## src/rtl/p2gka_pkg.sv

```systemverilog
`default_nettype none
package p2gka_pkg;

   // configuration register indexes
   localparam logic CSR_INV_VOXEL_SIZE = 1'b0;
   localparam logic CSR_KERNEL_MODE    = 1'b1;
   localparam int   CSR_INDEX_W        = 1;

   // fixed field widths
   localparam int POS_W  = 32;
   localparam int DIFF_W = POS_W + 1;      // magnitude of a coordinate difference
   localparam int DENS_W = 16;
   localparam int SQ_W   = 2 * DIFF_W;     // sum of three squares
   localparam int VSUM_W = 48;
   localparam int WSUM_W = 32;

   // one classified particle word between front and back
   typedef struct packed {
      logic [DIFF_W-1:0] ax;
      logic [DIFF_W-1:0] ay;
      logic [DIFF_W-1:0] az;
      logic [DENS_W-1:0] dens;
      logic              empty;
      logic              last;
   } item_type;

   typedef struct packed {
      logic [31:0] inv_voxel_size;
      logic        kernel_mode;
   } cfg_type;

   typedef enum logic [3:0] {
      ST_IDLE, ST_SQ, ST_SQRT, ST_MULA, ST_MULB, ST_RCAP, ST_K1, ST_K2, ST_K3,
      ST_WMUL, ST_ACC, ST_FIN, ST_DIV, ST_OUT
   } state_type;

endpackage
`default_nettype wire

```

## src/rtl/p2gka_front.sv

```systemverilog
`default_nettype none
module p2gka_front (
   input  wire logic                          clock,
   input  wire logic                          reset,
   input  wire logic                          req_valid,
   output logic                               req_stall,
   input  wire logic signed [31:0]            req_voxel_x,
   input  wire logic signed [31:0]            req_voxel_y,
   input  wire logic signed [31:0]            req_voxel_z,
   input  wire logic signed [31:0]            req_part_x,
   input  wire logic signed [31:0]            req_part_y,
   input  wire logic signed [31:0]            req_part_z,
   input  wire logic [15:0]                   req_part_density,
   input  wire logic                          req_empty_voxel,
   input  wire logic                          req_last_particle,
   output p2gka_pkg::item_type                pop_item,
   output logic                               pop_valid,
   input  wire logic                          pop_ready
);
   import p2gka_pkg::*;

   item_type   fifo_ff [2];
   logic       wr_ptr_ff, rd_ptr_ff;
   logic [1:0] count_ff;
   item_type   cls;
   logic       push, pop;

   function automatic logic [DIFF_W-1:0] absdiff(input logic signed [31:0] a,
                                                 input logic signed [31:0] b);
      logic signed [DIFF_W-1:0] d;
      d = {a[31], a} - {b[31], b};
      return d[DIFF_W-1] ? -d : d;
   endfunction

   // classify: coordinate distance magnitudes and voxel flags
   always_comb begin
      cls.ax    = absdiff(req_voxel_x, req_part_x);
      cls.ay    = absdiff(req_voxel_y, req_part_y);
      cls.az    = absdiff(req_voxel_z, req_part_z);
      cls.dens  = req_part_density;
      cls.empty = req_empty_voxel;
      cls.last  = req_last_particle;
   end

   assign req_stall = (count_ff == 2'd2);
   assign push      = req_valid && !req_stall;
   assign pop_valid = (count_ff != 2'd0);
   assign pop       = pop_valid && pop_ready;
   assign pop_item  = fifo_ff[rd_ptr_ff];

   // two-word queue
   always_ff @(posedge clock) begin
      if (push) begin
         fifo_ff[wr_ptr_ff] <= cls;
      end
      if (reset) begin
         wr_ptr_ff <= 1'b0;
         rd_ptr_ff <= 1'b0;
         count_ff  <= 2'd0;
      end else begin
         if (push) wr_ptr_ff <= ~wr_ptr_ff;
         if (pop)  rd_ptr_ff <= ~rd_ptr_ff;
         count_ff <= count_ff + {1'b0, push} - {1'b0, pop};
      end
   end

endmodule
`default_nettype wire

```

## config.mk

```make
export PLATFORM = sky130hd
export DESIGN_NAME = p2gka_front
export DESIGN_NICKNAME = d
export VERILOG_FILES = /design/src/rtl/p2gka_pkg.sv /design/src/rtl/p2gka_front.sv
export SDC_FILE = /design/constraint.sdc
export NUM_CORES = 1
export LEC_CHECK = 0
export ABC_AREA = 0
export ABC_CLOCK_PERIOD_IN_PS = 14000
export BUFFER_PORTS_ARGS = -buffer_cell sky130_fd_sc_hd__buf_4
export CAP_MARGIN = 25
export CORE_ASPECT_RATIO = 0.5
export CORE_MARGIN = 4
export CORE_UTILIZATION = 61
export CTS_CLUSTER_DIAMETER = 50
export DETAILED_ROUTE_END_ITERATION = 6
export GPL_ROUTABILITY_DRIVEN = 1
export GPL_TIMING_DRIVEN = 0
export HOLD_SLACK_MARGIN = 0.08
export PLACE_DENSITY = 0.87
export SETUP_SLACK_MARGIN = 0.5
export SLEW_MARGIN = 30
export SYNTH_ARGS = -nofsm -noshare
export SYNTH_HDL_FRONTEND = slang
export SYNTH_SLANG_ARGS = --single-unit
```

## constraint.sdc

```tcl
create_clock -name clock -period 14 [get_ports clock]
set_input_delay 2.1 -clock clock [delete_from_list [all_inputs] [get_ports clock]]
set_output_delay 2.1 -clock clock [all_outputs]
set_load 0.01 [all_outputs]
```

==> results of run 1 <==
-- where the power goes --
part	switching (mW)	internal (mW)	leakage, nW	total [mW]
logic	0.670	0.559	5.92	1.23
clock network	0.281	0.338	0.365	0.619
registers	0.0341	1.00	2.23	1.03
-- synthesized netlist by cell type, drive strengths merged, types with 9 or more instances --
| library cell | count | area, um^2 |
|---|---|---|
| nor2b | 14 | 87.58 |
| inv | 127 | 476.7 |
| buf | 12 | 71.31 |
| a21oi | 126 | 634.4 |
| o31ai | 21 | 176.4 |
| and3 | 14 | 87.58 |
| and2 | 12 | 78.82 |
| o21ai | 84 | 435.4 |
| nand2 | 110 | 412.9 |
| clkbuf | 49 | 183.9 |
| nor3 | 36 | 185.2 |
| xnor2 | 102 | 893.4 |
| xor2 | 61 | 534.3 |
| a31oi | 18 | 112.6 |
| nand3 | 24 | 120.1 |
| mux2 | 118 | 1329 |
| or3 | 9 | 57.56 |
| edfxtp | 234 | 7027 |
| or2 | 11 | 68.81 |
| nor2 | 103 | 386.6 |
| a211oi | 15 | 122.6 |
| nand4 | 33 | 206.5 |
| nand2b | 17 | 106.4 |
| ha | 101 | 1264 |
| nor4 | 10 | 105.1 |
| a21o | 26 | 197.7 |
| o21a | 20 | 150.1 |
| o211ai | 16 | 120.1 |
-- worst max path at each step --
stage                   startpoint               to  slack (ns)  cells past startpoint
finish              req_voxel_y[5]   fifo_ff[0][73]        8.12                     13
global route        req_voxel_y[5]   fifo_ff[0][61]        7.98                     13
detailed placement   req_part_y[5]   fifo_ff[1][73]        7.82                     14
floorplan                req_valid    fifo_ff[0][0]        6.35                      2
global placement         req_valid  fifo_ff[0][107]        3.78                      3
CTS                 req_voxel_y[5]   fifo_ff[0][73]        8.33                     13
-- area by class of cell --
class                   instances  share of cell area
diodes                          1           0.0001198
plain buffers                  61             0.01222
clock buffers                  29             0.03068
clock inverters                15            0.006291
inverters                     127             0.02283
multi-input cells            1227              0.4356
flip-flops and latches        239              0.3413
well taps                     374             0.02241
repair buffers                339              0.1286
-- per-stage QoR --
| step | worst slack [ns] | utilization |
|---|---|---|
| 6_report | 8.124 | 0.7762 |
| 4_1_cts | 8.325 | 0.7761 |
| 5_1_grt | 7.985 | 0.7762 |
| 3_5_place_dp | 7.822 | 0.7474 |
| 2_1_floorplan | 6.350 | - |
| 3_3_place_gp | 3.784 | 0.7398 |
-- critical path, stage by stage --
cell and delay [ns]:
sky130_fd_sc_hd__buf_4 0.11, sky130_fd_sc_hd__ha_1 0.38, sky130_fd_sc_hd__or2_2 0.34, sky130_fd_sc_hd__a31oi_1 0.34
sky130_fd_sc_hd__a211o_1 0.22, sky130_fd_sc_hd__a311o_1 0.30, sky130_fd_sc_hd__a21oi_1 0.13, sky130_fd_sc_hd__o41ai_1 0.50
sky130_fd_sc_hd__o211ai_1 0.20, sky130_fd_sc_hd__mux2i_1 0.47, sky130_fd_sc_hd__clkbuf_1 0.54, sky130_fd_sc_hd__o21ai_0 0.24
sky130_fd_sc_hd__xnor2_1 0.20
-- sequential cells by signal, summed over array words and instances (netlist names), named ones only --
| signal | cells |
|---|---|
| wr_ptr_ff | 1 |
| rd_ptr_ff | 1 |
| count_ff | 2 |
| fifo_ff | 234 |
-- logic make-up after synthesis --
family | after synthesis | synth area share
muxes | 122 | 0.08079
and+or+nand+nor | 431 | 0.1338
AOI/OAI and AO/OA | 407 | 0.1592
adders and majority gates | 104 | 0.07813
buffers and inverters | 188 | 0.04320
DFF | 239 | 0.4206
xor gates and xnor gates | 163 | 0.08426
-- per-layer routing --
layer / part of all wire / global-route usage / vias up
met5: 0.00030 / 0 / -
met4: 0.034 / 0.08123 / 2
met3: 0.058 / 0.03271 / 100
met2: 0.49 / 0.4817 / 488
met1: 0.42 / 0.3569 / 6701
li1: - / - / 6864
-- placed cells by master, fill, tap and decap left out, drive strengths merged, types with 17 or more instances in the layout --
master    n
a21o     26
a21oi   126
a31oi    18
buf     351
clkbuf   78
edfxtp  234
ha      101
inv     131
mux2    118
nand2   110
nand2b   17
nand3    24
nand4    33
nor2    103
nor3     36
o21a     20
o21ai    84
o31ai    21
xnor2   102
xor2     61
==> run summary, run 1 <==
The flow ran to the end, and the final reports show no timing, DRC or antenna violations. The number of max-slew violations in the final report is 0. The effective utilization at floorplan came out at 0.6297. The synthesized area per cell came out at 10.24 um^2.

TritonCTS built the clock tree. The number of synthesized flops with an enable pin came out at 234. The logs give 1 for the number of H-tree levels and 95 for the number of distinct standard cells referenced by the synthesized netlist.

Area overhead of the layout relative to synthesis: 23.25%. The global-route wire length before repair was 68690 um. Detailed placement finished with a half-perimeter wire length of 34840 um. Setup slack on the worst reg-to-reg path comes out at 11.91 ns. Flip-flop cell with the highest count after synthesis: sky130_fd_sc_hd__edfxtp_1. For this design the static power due to leakage is 8.516 nW. The logs give 0 for the final setup violation count and 3 for the maximum buffer depth of the clock tree. Overall power: 2.883 mW.

Via count of the first global-routing pass: 13610. Summing all multi-input logic gate instances after layout gives 0.009097 mm^2. The worst hold path begins at rd_ptr_ff. Clock latency on the worst-skew pair, taken at its later pin, is 0.53 ns.

The wire length per cell after detailed routing is 18.22 um. In this run the worst hold path is classified as flip-flop to flip-flop. The floorplan die height was 125.9 um.

Post-synth net total: 1972. Endpoint of the worst hold path: rd_ptr_ff. The tools report the type of element capturing the critical path as a flip-flop. The sequential share of the synthesized area was 0.4206. After clock tree synthesis, the clock-pin slew on the worst setup and hold paths is 0.06 ns. The logs give 0.02691 mm^2 for the area of the core and 0 for the total congestion overflow after global routing. STA classifies the critical path startpoint as an input port. Max-cap violations in this run came to 0. The detailed router finished its first iteration with 901 violations.

The peak fanout along the critical path is 10, and the quantity of hold-fixing buffers added after cts is 0. The terminus of the critical flop-to-flop path was fifo_ff[0][101]. The total global routing track utilization came out at 0.2727. During synthesis, Yosys emitted a total of 0 warnings. The required time of the critical path was 14.23 ns. The clock net in this run drives a total of 239 sinks.

During placement, the flow inserted port buffers numbering 332. Count of final hold-check violations: 0. Summed over all failing endpoints, the final setup total negative slack is 0 ns. The power density over cell area was 138.0 mW/mm^2; the clock period minus worst slack was 5.876 ns.

The cell count after synthesis came out at 1654. The width of the die was 243.7 um; the fraction of registers with async set/reset was 0. The final layout contains routed wiring with a total length of 43950 um. The net count of the finished layout is 2338. The tools report the number of antenna violations at the first check in global routing as 2. The fraction of the cycle the final worst path needs is 0.4197, and the placer's final routability congestion estimate is 0.9464.

VDD sags by at most 0.00008482 V. The logs give 48 for the pin count of the biggest net entering global routing and 0.02011 mm^2 for the cell area after placement. The finished layout holds 2412 standard cells, fillers aside.

The area enclosed by the die boundary is 0.03067 mm^2. Summing all flip-flop and latch instances after layout gives 0.007127 mm^2. After clock tree synthesis, the repair step resized 0 gates. The maximum clock skew at final layout is 0.01994 ns.

For the worst flop-to-flop path, the logic depth is 6. Post-CTS timing repair inserted 0 buffers for setup. The proportion of layout cells with a drive suffix above 1 was 0.2725; the number of buffers created by CTS was 25. The logs give 14160 for the vias after detailed routing and 1838 for the layout filler cell count. The flop and latch count out of synthesis was 239; the worst-margin pin slew was 0.9101 ns. After routing the design area is 0.02088 mm^2.

In this run the core area contains 42 standard-cell rows. At the worst endpoint, the arrival time is 6.11 ns. The tools report the clock tree root driver cell as sky130_fd_sc_hd__clkbuf_16. Hold timing on the final database bottoms out at a slack of 0.5197 ns.

The kind of critical path is input port to flip-flop. Setup repair after global routing left no endpoint under its margin. In the routed layout, each cell is associated on average with a via count of 5.869. The reg-to-reg startpoint is count_ff[0]. After detailed routing, the number of remaining DRC violations is 0. The run gives 0.01694 mm^2 as the area of the mapped netlist. In this run the remaining antenna-violating nets after routing total 0. The first detailed-routing pass ran for 5 iterations. The worst hold path was traced through 2 stages. The logs give 2367 for the number of placed instances with taps included and 170.2 MHz for the peak clock frequency supported by timing.

The run gives 0.3910 as the remaining max-slew budget at the tightest pin. During I/O placement, the number of pins put on the boundary was 333.
Power figures use the tool's default switching activity.
==> run 2, diff against run 1 <==
--- a/config.mk
+++ b/config.mk
@@ -6,18 +6,18 @@
 export NUM_CORES = 1
 export LEC_CHECK = 0
 export ABC_AREA = 0
-export ABC_CLOCK_PERIOD_IN_PS = 14000
+export ABC_CLOCK_PERIOD_IN_PS = 5300
 export BUFFER_PORTS_ARGS = -buffer_cell sky130_fd_sc_hd__buf_4
 export CAP_MARGIN = 25
 export CORE_ASPECT_RATIO = 0.5
 export CORE_MARGIN = 4
-export CORE_UTILIZATION = 61
+export CORE_UTILIZATION = 51
 export CTS_CLUSTER_DIAMETER = 50
 export DETAILED_ROUTE_END_ITERATION = 6
 export GPL_ROUTABILITY_DRIVEN = 1
 export GPL_TIMING_DRIVEN = 0
 export HOLD_SLACK_MARGIN = 0.08
-export PLACE_DENSITY = 0.87
+export PLACE_DENSITY = 0.78
 export SETUP_SLACK_MARGIN = 0.5
 export SLEW_MARGIN = 30
 export SYNTH_ARGS = -nofsm -noshare
==> constraint.sdc (replaced) <==
create_clock -name clock -period 5.3 [get_ports clock]
set_input_delay 0.795 -clock clock [delete_from_list [all_inputs] [get_ports clock]]
set_output_delay 0.795 -clock clock [all_outputs]
set_load 0.01 [all_outputs]
==> run summary, run 2 (synthesis gave the netlist of run 1 again) <==
The run finished with clean final reports. The number of cells on the worst reg-to-reg path came out at 6 (unchanged). The logs give 2648 (+44%) for the layout filler cell count and 0.2292 (-0.04350) for the total global routing track utilization.

The path with the worst hold slack has its endpoint at fifo_ff[1][5]. The run gives 0.3667 ns (-7.455 ns) as the pre-CTS setup slack. Setup repair after global routing left no endpoint under its margin.

The run gives 0 (unchanged) as the quantity of hold-fixing buffers added after cts. The count of final hold-check violations was 0 (unchanged); the max capacitance violation total was 0 (unchanged). The run gives 68090 um (-0.87%) as the global-route wire length before repair. The leakage power came out at 8.537 nW (+0.24%). The logs give 0.358 (about the same) for the part of the power in registers and 0 ns (unchanged) for the aggregate negative setup slack.

The kind of critical path was input port to flip-flop. Leaving out fill and tap cells, the most frequent cells in the layout are 332 x sky130_fd_sc_hd__buf_4, 234 x sky130_fd_sc_hd__edfxtp_1, 127 x sky130_fd_sc_hd__inv_1, 125 x sky130_fd_sc_hd__a21oi_1, 118 x sky130_fd_sc_hd__mux2_2. The post-detailed-route via-to-cell ratio is 5.637 (-3.9%). Total congestion overflow after global routing: 0 (unchanged). The buffers inserted during post-CTS setup optimization was 0 (unchanged); the arrival time reported for the critical path endpoint was 4.71 ns (-1.40 ns).

Number of buffers created by CTS: 24 (-4.0%). The total wirelength of the detailed-routed design came out at 43490 um (-1.0%). The width of the die is 265.8 um (+9.1%), and the count of unresolved DRC violations after routing is 0 (unchanged).

The share of total power consumed by net switching was 0.3344 (-0.007328); the area of the core was 0.03223 mm^2 (+20%). The number of buffer cells added on primary ports was 332 (unchanged); the clock period minus worst slack was 4.478 ns. The clock tree root driver cell was sky130_fd_sc_hd__clkbuf_16. The wire length per cell after detailed routing is 17.61 um (-3.4%), and the effective utilization at floorplan is 0.5257 (-0.1040).

For the tightest hold margin, the log shows 0.4556 ns (-0.06414 ns). The run gives 0 (unchanged) as the number of max-slew violations in the final report. The logs give 0 (unchanged) for the number of routed nets with antenna violations and 2338 (unchanged) for the number of nets in the layout. Power share of the combinational group: 0.424 (-0.002). The worst hold path stage count came out at 1 (-1).

The floorplan die height came out at 136.9 um (+8.8%). The type of element capturing the critical path is a flip-flop. The number of sinks on the clock net came out at 239 (unchanged).

In this run the critical register-to-register path is launched from count_ff[0]. TritonCTS built the clock tree. The area growth from synthesis to layout is 23.72%.

Clock latency at the later pin of the worst-skew pair: 0.52 ns (about the same). I/O pin count: 333 (unchanged). Pin count of the biggest net entering global routing: 47 (-2.1%). STA classifies the critical path startpoint as an input port.

The maximum buffer depth of the clock tree came out at 3 (unchanged). The final setup violation count came out at 0 (unchanged). The peak fanout along the critical path was 10 (unchanged). The terminus of the critical flop-to-flop path is fifo_ff[0][100]. In the final layout, the registers with the most flip-flops are fifo_ff (234), count_ff (2). The detailed-routing iteration count for the pre-antenna-repair pass was 7 (+2); the cell row count was 46 (+9.5%). The required time of the critical path was 5.53 ns (-8.70 ns); the number of H-tree levels was 1 (unchanged). The hold path startpoint is req_part_density[3]. For the number of antenna violations at the first check in global routing, the log shows 0 (-2).

The logs give 0 (unchanged) for the post-cts gate resize count and 223.3 MHz for the peak clock frequency supported by timing. Area enclosed by the die boundary: 0.03638 mm^2 (+19%). Leaving out fill and tap cells, the most frequent cell in the layout is sky130_fd_sc_hd__buf_4. The tools report the maximum clock skew at final layout as 0.01407 ns (-0.005874 ns). The remaining max-slew budget at the tightest pin is 0.3590 (-0.03203), and the fraction of the cycle the final worst path needs is 0.8449.

The flip-flop count of the largest register, all copies and words added was 234 (unchanged). The logs give 0.8218 ns (-7.302 ns) for the final worst setup slack and 0.218 (+0.003) for the clock network fraction of design power. The worst hold path belongs to the class input port to flip-flop.

The clock-pin transition on the worst setup and hold timing paths came out at 0.07 ns (about the same). Largest register by flop count: fifo_ff. The power density over cell area came out at 362.6 mW/mm^2 (+160%). Worst voltage drop across the vdd grid: 0.0001730 V (+100%).

The via count of the first global-routing pass is 13480 (-0.98%). The placer's final routability congestion estimate was 0.8843 (-6.6%); the total half-perimeter wirelength after legalization and detailed placement was 34630 um (-0.62%). The logs give 990 (+9.9%) for the number of DRC markers after the initial detailed-route iteration and 13920 (-1.6%) for the vias after detailed routing. The internal power consumption is 5.059 mW (+170%), and the proportion of layout cells with a drive suffix above 1 is 0.2723 (about the same). For the power dissipated by switching net loads, the log shows 2.542 mW (+160%). For the number of antenna repair diodes, the log shows 0 (-1). The worst-margin pin slew was 0.9615 ns (+0.05141 ns); the worst setup slack for register-to-register paths was 3.27 ns (-8.64 ns).
[run 2: cell count changes in the layout (fill, tap and decap cells not counted), moves of 2 or more]
| cell | change |
|---|---|
| sky130_fd_sc_hd__clkinv_4 | -3 |
| sky130_fd_sc_hd__inv_12 | -2 |
| sky130_fd_sc_hd__clkinv_2 | +4 |
| sky130_fd_sc_hd__clkinvlp_4 | -2 |
| sky130_fd_sc_hd__inv_6 | -2 |
| sky130_fd_sc_hd__inv_8 | +3 |
[run 2: final cells by class]
cell class / instances / area, um^2 / area share
inverters: 127 / 476.7 / 0.02274
clock inverters: 13 / 107.6 / 0.005133
clock buffers: 31 / 658.1 / 0.03140
flip-flops and latches: 239 / 7127 / 0.3400
plain buffers: 61 / 255.2 / 0.01218
well taps: 432 / 540.5 / 0.02578
repair buffers: 340 / 2700 / 0.1288
multi-input cells: 1227 / 9097 / 0.4340
[run 2: stage by stage]
step	std cells	utilization	total power, mW	cell area, um^2
after CTS	2470	0.6504	7.671	20960
after detailed placement	2426	0.6266	6.000	20200
after floorplan	1654	-	4.713	16950
after global routing	2470	0.6504	8.038	20960
final	2470	0.6504	7.601	20960
after global placement	2418	0.6199	5.888	19980
[run 2: how the worst max path moves through the flow]
stage                               from  depth (start not counted)             end  slack [ns]
after global placement         req_valid                          3  fifo_ff[0][99]       -0.83
final                     req_voxel_y[5]                         13  fifo_ff[1][73]        0.82
after CTS                  req_part_y[5]                         14  fifo_ff[1][73]        0.90
after detailed placement  req_voxel_y[5]                         13  fifo_ff[0][73]        0.37
after floorplan                req_valid                          2   fifo_ff[0][0]        0.93
after global routing       req_part_y[5]                         14  fifo_ff[0][73]        0.55
[run 2: worst max-delay path, stage by stage]
cell,delay (ns)
sky130_fd_sc_hd__buf_4,0.11
sky130_fd_sc_hd__ha_1,0.37
sky130_fd_sc_hd__or2_2,0.34
sky130_fd_sc_hd__a31oi_1,0.32
sky130_fd_sc_hd__a211o_1,0.22
sky130_fd_sc_hd__a311o_1,0.28
sky130_fd_sc_hd__a21oi_1,0.12
sky130_fd_sc_hd__o41ai_1,0.59
sky130_fd_sc_hd__o211ai_1,0.20
sky130_fd_sc_hd__mux2i_1,0.43
sky130_fd_sc_hd__clkbuf_1,0.50
sky130_fd_sc_hd__o21ai_0,0.23
sky130_fd_sc_hd__xnor2_1,0.20
[run 2: metal layers]
metal | vias up | GRT usage | share of wire
met5 | - | 0 | 0
met3 | 77 | 0.03251 | 0.057
li1 | 6862 | - | -
met4 | 0 | 0.06033 | 0.030
met2 | 375 | 0.4144 | 0.49
met1 | 6609 | 0.2918 | 0.42
[run 2: power by group through the flow]
| stage | logic [mW] | clock network, mW | registers, mW |
|---|---|---|---|
| 2_1_floorplan | 1.95 | 0 | 2.77 |
| 5_1_grt | 3.50 | 1.78 | 2.76 |
| 4_1_cts | 3.26 | 1.69 | 2.73 |
| 3_5_place_dp | 3.23 | 0 | 2.77 |
| 6_report | 3.22 | 1.65 | 2.72 |
| 3_3_place_gp | 3.09 | 0 | 2.80 |
